`src/qlsf_pkg.sv`:
```
// Shared types, constants and microcode for the quadratic least-squares fit.
// No dependencies; every other file in src imports this package.
package qlsf_pkg;

  localparam int X_BITS     = 12;
  localparam int Y_BITS     = 20;
  localparam int FRAC_BITS  = 32;
  localparam int MAX_POINTS = 4096;
  localparam int PT_BITS    = $clog2(MAX_POINTS);
  localparam int CNT_W      = PT_BITS + 1;

  localparam int SX_W   = X_BITS + PT_BITS;
  localparam int SX2_W  = 2 * X_BITS + PT_BITS;
  localparam int SX3_W  = 3 * X_BITS + PT_BITS;
  localparam int SX4_W  = 4 * X_BITS + PT_BITS;
  localparam int SY_W   = Y_BITS + PT_BITS;
  localparam int SXY_W  = X_BITS + Y_BITS + PT_BITS;
  localparam int SX2Y_W = 2 * X_BITS + Y_BITS + PT_BITS;

  localparam int WIDE_W  = 256;
  localparam int LIMB_W  = 32;
  localparam int LIMBS   = WIDE_W / LIMB_W;
  localparam int LIMB_IW = $clog2(LIMBS);
  localparam int BIT_IW  = $clog2(WIDE_W);
  localparam int ADDR_W  = 4;
  localparam int STEPS   = 14;
  localparam int STEP_IW = 4;
  localparam int COEF_W  = 64;
  localparam int PROD_W  = 2 * LIMB_W;

  localparam logic [COEF_W-1:0] POS_MAX = {1'b0, {(COEF_W-1){1'b1}}};
  localparam logic [COEF_W-1:0] NEG_MIN = {1'b1, {(COEF_W-1){1'b0}}};

  // solver memory entries: sums occupy entries 0 to 7 (sy at A_SY), scratch entries sit above them
  localparam logic [ADDR_W-1:0] A_SY  = ADDR_W'(5);
  localparam logic [ADDR_W-1:0] A_T   = ADDR_W'(8);
  localparam logic [ADDR_W-1:0] A_U   = ADDR_W'(9);
  localparam logic [ADDR_W-1:0] A_T0  = ADDR_W'(10);
  localparam logic [ADDR_W-1:0] A_ACC = ADDR_W'(11);

  typedef logic [WIDE_W-1:0] wide_t;

  typedef struct packed {
    logic [X_BITS-1:0] x_value;
    logic [Y_BITS-1:0] y_value;
    logic              last_point;
  } in_beat_t;

  typedef struct packed {
    logic signed [COEF_W-1:0] coef_const;
    logic signed [COEF_W-1:0] coef_linear;
    logic signed [COEF_W-1:0] coef_quad;
    logic                     singular;
    logic [CNT_W-1:0]         points_used;
  } out_beat_t;

  typedef struct packed {
    logic [CNT_W-1:0]  count;
    logic [SX_W-1:0]   sx;
    logic [SX2_W-1:0]  sx2;
    logic [SX3_W-1:0]  sx3;
    logic [SX4_W-1:0]  sx4;
    logic [SY_W-1:0]   sy;
    logic [SXY_W-1:0]  sxy;
    logic [SX2Y_W-1:0] sx2y;
  } sums_t;

  typedef struct packed {
    logic [COEF_W-1:0] c0;
    logic [COEF_W-1:0] c1;
    logic [COEF_W-1:0] c2;
    logic              singular;
  } coef_t;

  typedef enum logic [1:0] {OP_MUL, OP_ADD, OP_SUB} op_e;

  typedef enum logic [3:0] {
    OPD_M0, OPD_M1, OPD_M2, OPD_M3, OPD_M4, OPD_M5, OPD_M6, OPD_M7, OPD_M8,
    OPD_T, OPD_U, OPD_T0, OPD_ACC
  } opd_e;

  typedef struct packed {
    op_e  op;
    opd_e dst;
    opd_e src_a;
    opd_e src_b;
  } step_t;

  typedef enum logic [2:0] {
    T_IDLE, T_M0, T_M1, T_M2, T_M3, T_M4, T_M5, T_WAITOUT
  } top_state_e;

  typedef enum logic [3:0] {
    S_IDLE, S_LOAD, S_FETCH, S_EXEC, S_MUL, S_MTAIL, S_DABS, S_DSET, S_DIV,
    S_SAT, S_DONE, S_SOLVE
  } sol_state_e;

  // 3x3 determinant by cofactors along the first row
  function automatic step_t step_rom(logic [STEP_IW-1:0] s);
    step_t r;
    case (s)
      4'd0:    r = step_t'{OP_MUL, OPD_T,   OPD_M4,  OPD_M8};
      4'd1:    r = step_t'{OP_MUL, OPD_U,   OPD_M5,  OPD_M7};
      4'd2:    r = step_t'{OP_SUB, OPD_T,   OPD_T,   OPD_U};
      4'd3:    r = step_t'{OP_MUL, OPD_T0,  OPD_M0,  OPD_T};
      4'd4:    r = step_t'{OP_MUL, OPD_T,   OPD_M3,  OPD_M8};
      4'd5:    r = step_t'{OP_MUL, OPD_U,   OPD_M5,  OPD_M6};
      4'd6:    r = step_t'{OP_SUB, OPD_T,   OPD_T,   OPD_U};
      4'd7:    r = step_t'{OP_MUL, OPD_T,   OPD_M1,  OPD_T};
      4'd8:    r = step_t'{OP_SUB, OPD_ACC, OPD_T0,  OPD_T};
      4'd9:    r = step_t'{OP_MUL, OPD_T,   OPD_M3,  OPD_M7};
      4'd10:   r = step_t'{OP_MUL, OPD_U,   OPD_M4,  OPD_M6};
      4'd11:   r = step_t'{OP_SUB, OPD_T,   OPD_T,   OPD_U};
      4'd12:   r = step_t'{OP_MUL, OPD_T,   OPD_M2,  OPD_T};
      4'd13:   r = step_t'{OP_ADD, OPD_ACC, OPD_ACC, OPD_T};
      default: r = step_t'{OP_ADD, OPD_ACC, OPD_ACC, OPD_T};
    endcase
    return r;
  endfunction

  // matrix element (row, col) of the normal equations sits at entry row+col;
  // determinant d > 0 swaps column d-1 for the right-hand side
  function automatic logic [ADDR_W-1:0] opd_addr(opd_e c, logic [1:0] d);
    logic [1:0]        row;
    logic [1:0]        col;
    logic              is_m;
    logic [ADDR_W-1:0] a;
    row  = 2'd0;
    col  = 2'd0;
    is_m = 1'b1;
    a    = A_T;
    case (c)
      OPD_M0:  begin row = 2'd0; col = 2'd0; end
      OPD_M1:  begin row = 2'd0; col = 2'd1; end
      OPD_M2:  begin row = 2'd0; col = 2'd2; end
      OPD_M3:  begin row = 2'd1; col = 2'd0; end
      OPD_M4:  begin row = 2'd1; col = 2'd1; end
      OPD_M5:  begin row = 2'd1; col = 2'd2; end
      OPD_M6:  begin row = 2'd2; col = 2'd0; end
      OPD_M7:  begin row = 2'd2; col = 2'd1; end
      OPD_M8:  begin row = 2'd2; col = 2'd2; end
      OPD_T:   begin is_m = 1'b0; a = A_T; end
      OPD_U:   begin is_m = 1'b0; a = A_U; end
      OPD_T0:  begin is_m = 1'b0; a = A_T0; end
      OPD_ACC: begin is_m = 1'b0; a = A_ACC; end
      default: begin is_m = 1'b0; a = A_T; end
    endcase
    if (is_m) begin
      if (d != 2'd0 && col == 2'(d - 2'd1)) begin
        a = A_SY + ADDR_W'(row);
      end else begin
        a = ADDR_W'(row) + ADDR_W'(col);
      end
    end
    return a;
  endfunction

endpackage

```
`src/qlsf_mul.sv`:
```
// Shared 32x32 unsigned multiplier with a registered product.
// Depends on qlsf_pkg for operand widths.
module qlsf_mul (
  input  logic                         clk_i,
  input  logic [qlsf_pkg::LIMB_W-1:0]  a_i,
  input  logic [qlsf_pkg::LIMB_W-1:0]  b_i,
  output logic [qlsf_pkg::PROD_W-1:0]  p_o
);
  import qlsf_pkg::*;

  logic [PROD_W-1:0] p_q;

  always_ff @(posedge clk_i) begin
    p_q <= PROD_W'(a_i) * PROD_W'(b_i);
  end

  assign p_o = p_q;
endmodule

```
`config.mk`:
```
export PLATFORM = sky130hd
export DESIGN_NAME = qlsf_mul
export DESIGN_NICKNAME = d
export VERILOG_FILES = /design/src/qlsf_pkg.sv /design/src/qlsf_mul.sv
export SDC_FILE = /design/constraint.sdc
export NUM_CORES = 2
export LEC_CHECK = 0
export BUFFER_PORTS_ARGS = -buffer_cell sky130_fd_sc_hd__buf_2
export CAP_MARGIN = 0
export CORE_UTILIZATION = 60
export DETAILED_ROUTE_END_ITERATION = 8
export PLACE_DENSITY = 0.78
export SLEW_MARGIN = 20
export SYNTH_ARGS = -nofsm -noshare
export SYNTH_HDL_FRONTEND = slang
export SYNTH_SLANG_ARGS = --single-unit
```
`constraint.sdc`:
```
create_clock -name clk_i -period 13.7 [get_ports clk_i]
set_input_delay 2.74 -clock clk_i [delete_from_list [all_inputs] [get_ports clk_i]]
set_output_delay 2.74 -clock clk_i [all_outputs]
set_load 0.005 [all_outputs]
```
Word level (Yosys, flattened, before mapping)
Cells that the tools add are included.
{ "word_totals": {"register_bits": 64, "latch_bits": 0, "ramBits": 0, "rom_bits": 0, "in_bits": 65, "out_inout_bits": 64, "word_cells": 2, "mem_count": 0} }
{ "op_classes": {"n_addsub": 0, "n_mul": 1, "div": 0, "order_cmp": 0, "eq_ne": 0, "n_shift": 0, "muxes": 0, "bitwise": 0, "n_reduce_logical": 0} }
{ "op_table": {"columns": ["op", "n"], "rows": [
  ["$mul A32 B32 Y64", 1]
]} }

Depth between registers and ports, before layout
{ "logic_depth": {"depth_word": 1, "ltp_mapped": 29, "mapped_depth_nobuf": 27} }

Least setup slack after synthesis
No wires, ideal clock.
{ "synth_timing": {"kind": "input -> register", "startpoint": "in a_i[25] (netlist bit)", "endpoint": "reg p_q[62], in the netlist p_o[62]", "setup_ns": 0.072, "arrival_time_ns": 9.421, "required_time_ns": 13.628, "slack_ns": 4.207, "stages": 25, "n_path_buf": 2, "path_cell_list": "clkbuf_1 nand2_1 fa_1 inv_1 fa_1 inv_1 fa_1 inv_1 fa_1 fa_1 fa_1 fa_1 inv_1 fa_1 inv_1 ha_1 buf_2 nand4_1 or4_1 or3_1 a31oi_1 a31o_2 a211oi_1 o21ai_1 xor2_1"} }
{ "synth_between": {"elab_chain_len": 1} }
{ "synth_lines": {"columns": ["element", "line", "source"], "rows": [
  ["start: declaration", "qlsf_mul.sv:5", "input logic [qlsf_pkg::LIMB_W-1:0] a_i,"],
  ["$mul A32 B32 Y64", "qlsf_mul.sv:14", "p_q <= PROD_W'(a_i) * PROD_W'(b_i);"],
  ["end signal: assignment", "qlsf_mul.sv:14", null],
  ["end: declaration", "qlsf_mul.sv:11", "logic [PROD_W-1:0] p_q;"]
]} }
No other way between the ends.

Worst setup path in the final report
{ "layout_timing": {"startpoint": "in b_i[23] (netlist bit)", "endpoint": "reg p_q[62], in the netlist p_o[62]"} }
{ "layout_between": {"elab_chain_len": 1} }
{ "layout_lines": {"columns": ["element", "line", "source"], "rows": [
  ["start: declaration", "qlsf_mul.sv:6", "input logic [qlsf_pkg::LIMB_W-1:0] b_i,"],
  ["$mul A32 B32 Y64", "qlsf_mul.sv:14", null]
]} }
No other way between the ends.

==> metrics <==
wire per inst=20.0 um; Slew headroom=44.9%; Cell Area, Synth=34700 um^2; share of post-route cells with drive strength above 1=4.44%; hold crit path type=input port to flop; initial antenna violation count=4; cells along the critical path=buf_2 -> nand2_1 -> fa_1 -> inv_1 -> fa_1 -> fa_1 -> fa_1 -> fa_1 -> fa_1 -> fa_1 -> inv_1 -> fa_1 -> inv_1 -> ha_1 -> nand4_1 -> or4_1 -> or3_1 -> a31oi_1 -> a31o_2 -> a211oi_1 -> o21ai_1 -> xor2_1; Die Height=242 um; status=finished clean; core area=56700 um^2; Overflow after GRT=0; dominant synthesized flop cell=dfxtp_1; Final setup viols=0; htree depth=3; first-pass GRT wire length=144000 um; TritonCTS sink count=64; cells after synthesis=3748; WP data arrival=10720 ps; Num CTS Buffers=9; die area=58800 um^2; Final Slew Violations=0; Longest Clk Path Bufs=2; CP startpoint kind=input port; Post-synth EDFFs=0; setup TNS=0 ps; Fmax=95.6 MHz; row cnt=87; CP max-delay cell=buf_2; HPWL Detailed=70700 um; DRC Markers=0; Distinct cells, synth=57; root buf cell=clkbuf_16; Critical Path Max Stage Delay=590 ps; DR iter-0 viols=1748; sequential share of the synthesized area=3.69%; RSZ-0062 raised after global routing=false; crit end category=flop; Starting Density=61.1%; vias in the first global route=27704; WHS Path Cells=2; RePlAce Congestion=0.935; WS Path Type=input port to flop; Worst Max-Slew Pin Slew=827 ps; All-Layer GR Usage=31.5%; Bufs and invs on worst path=4; syn_area_per_cell=9.25 um^2; area grow syn2layout=3.10%; First-pass DRT Iterations=7; CTS Hold Bufs=0; # Post-CTS Setup Buffers=0; Hold Startpoint=b_i[0]; Ports=129; hold_ws=3060 ps; cell mode on critical path=fa_1; critical path's top delay family=adder cells; register area=1280 um^2; share of synthesized registers carrying an async set or reset=0%; Max-Cap Viols=0; TritonCTS clock tree=built; Worst EP required=13960 ps; Post-Syn Nets=4972; Period minus WS final=10460 ps; Via Count=25192; input/output buffers=128; Hold Path End=p_o[0]; commonest non-fill, non-tap cell in the layout=fa_1; clk slew on worst S/H paths=50 ps; Post-Route WL=88800 um; DRT antenna net count=0; period utilisation layout=76.3%; filler instances=4637; # resized after CTS=0; Hold Violations, Final=0; die width=242 um; largest net degree at the start of global routing=33; most frequent cells in the layout=fa_1 (896), inv_1 (865), and2_1 (602), nand2_1 (480), ha_1 (263); max reg flops=64; Vias per Instance=5.68; Multi-input gate area=29300 um^2; Nets=4894; Ys Warns=0; crit path max fanout=32; #FFs+latches synth=64
-- through the flow --
stage	instances	util, %	setup WS, ps	instance area, um^2
6_report	4435	63.0	3240	35800
5_1_grt	4433	63.0	3010	35700
4_1_cts	4430	63.0	3420	35700
3_5_place_dp	4415	62.5	3110	35500
3_3_place_gp	4415	62.5	3270	35500
2_1_floorplan	3748	-	4210	34700
-- cell usage after synthesis (all sizes together) (3+ instances only) --
| cell type | count | area (um^2) |
|---|---|---|
| ha | 263 | 3290 |
| clkbuf | 213 | 800 |
| nand4 | 23 | 144 |
| inv | 865 | 3250 |
| buf | 7 | 33.8 |
| a21o | 40 | 300 |
| nand2 | 480 | 1800 |
| xnor2 | 35 | 307 |
| o21ai | 26 | 130 |
| and2 | 602 | 3770 |
| or3 | 3 | 18.8 |
| xor2 | 25 | 219 |
| nand3 | 10 | 50.1 |
| a221oi | 4 | 87.6 |
| nor2 | 20 | 75.1 |
| o221ai | 3 | 26.3 |
| o31ai | 5 | 78.8 |
| o21a | 9 | 67.6 |
| a21oi | 66 | 342 |
| o21bai | 11 | 86.3 |
| a221o | 4 | 40.0 |
| a21boi | 3 | 22.5 |
| a211oi | 3 | 22.5 |
| and4 | 3 | 26.3 |
| fa | 896 | 17900 |
| dfxtp | 64 | 1280 |
| nor3 | 7 | 35.0 |
| a31oi | 12 | 75.1 |
| or4 | 3 | 22.5 |
| and3 | 14 | 87.6 |
| or2 | 3 | 18.8 |
-- layer usage --
metal / up-vias / part of all wire [%] / global-route usage [%]
li1: 10682 / - / -
met3: 318 / 7.2 / 4.34
met2: 1210 / 52 / 56.1
met4: 0 / 6.1 / 15.8
met5: - / 0 / 0
met1: 12982 / 35 / 37.4
-- area by class of cell --
class / count / area share [%]
Clock inverter: 6 / 0.171
Antenna cell: 5 / 0.0350
Inverter: 865 / 9.08
Sequential cell: 64 / 3.58
Tap cell: 756 / 2.65
Clock buffer: 9 / 0.630
Timing Repair Buffer: 131 / 1.85
Multi-Input combinational cell: 2599 / 82.0
-- worst max path at each step --
stage                        from       to  cells past startpoint
after floorplan           a_i[25]  p_o[62]                     25
after global placement    a_i[19]  p_o[62]                     24
after detailed placement  a_i[25]  p_o[62]                     24
after CTS                 a_i[25]  p_o[62]                     24
after global routing      a_i[19]  p_o[62]                     21
final                     b_i[23]  p_o[62]                     22
-- logic make-up after synthesis --
logic type / Yosys count / synth area share, %
AO/OA/AOI/OAI: 202 / 4.15
XOR/XNOR: 60 / 1.52
AND/OR/NAND/NOR: 1177 / 17.6
multiplexers: 1 / 0.0289
flip-flops: 64 / 3.69
adder cells (fa/ha/maj): 1159 / 61.2
buffers and inverters: 1085 / 11.8
Power is left out: the tool's default activity adds up to more than one toggle a clock period on the data nets, which glitch-free logic cannot reach.
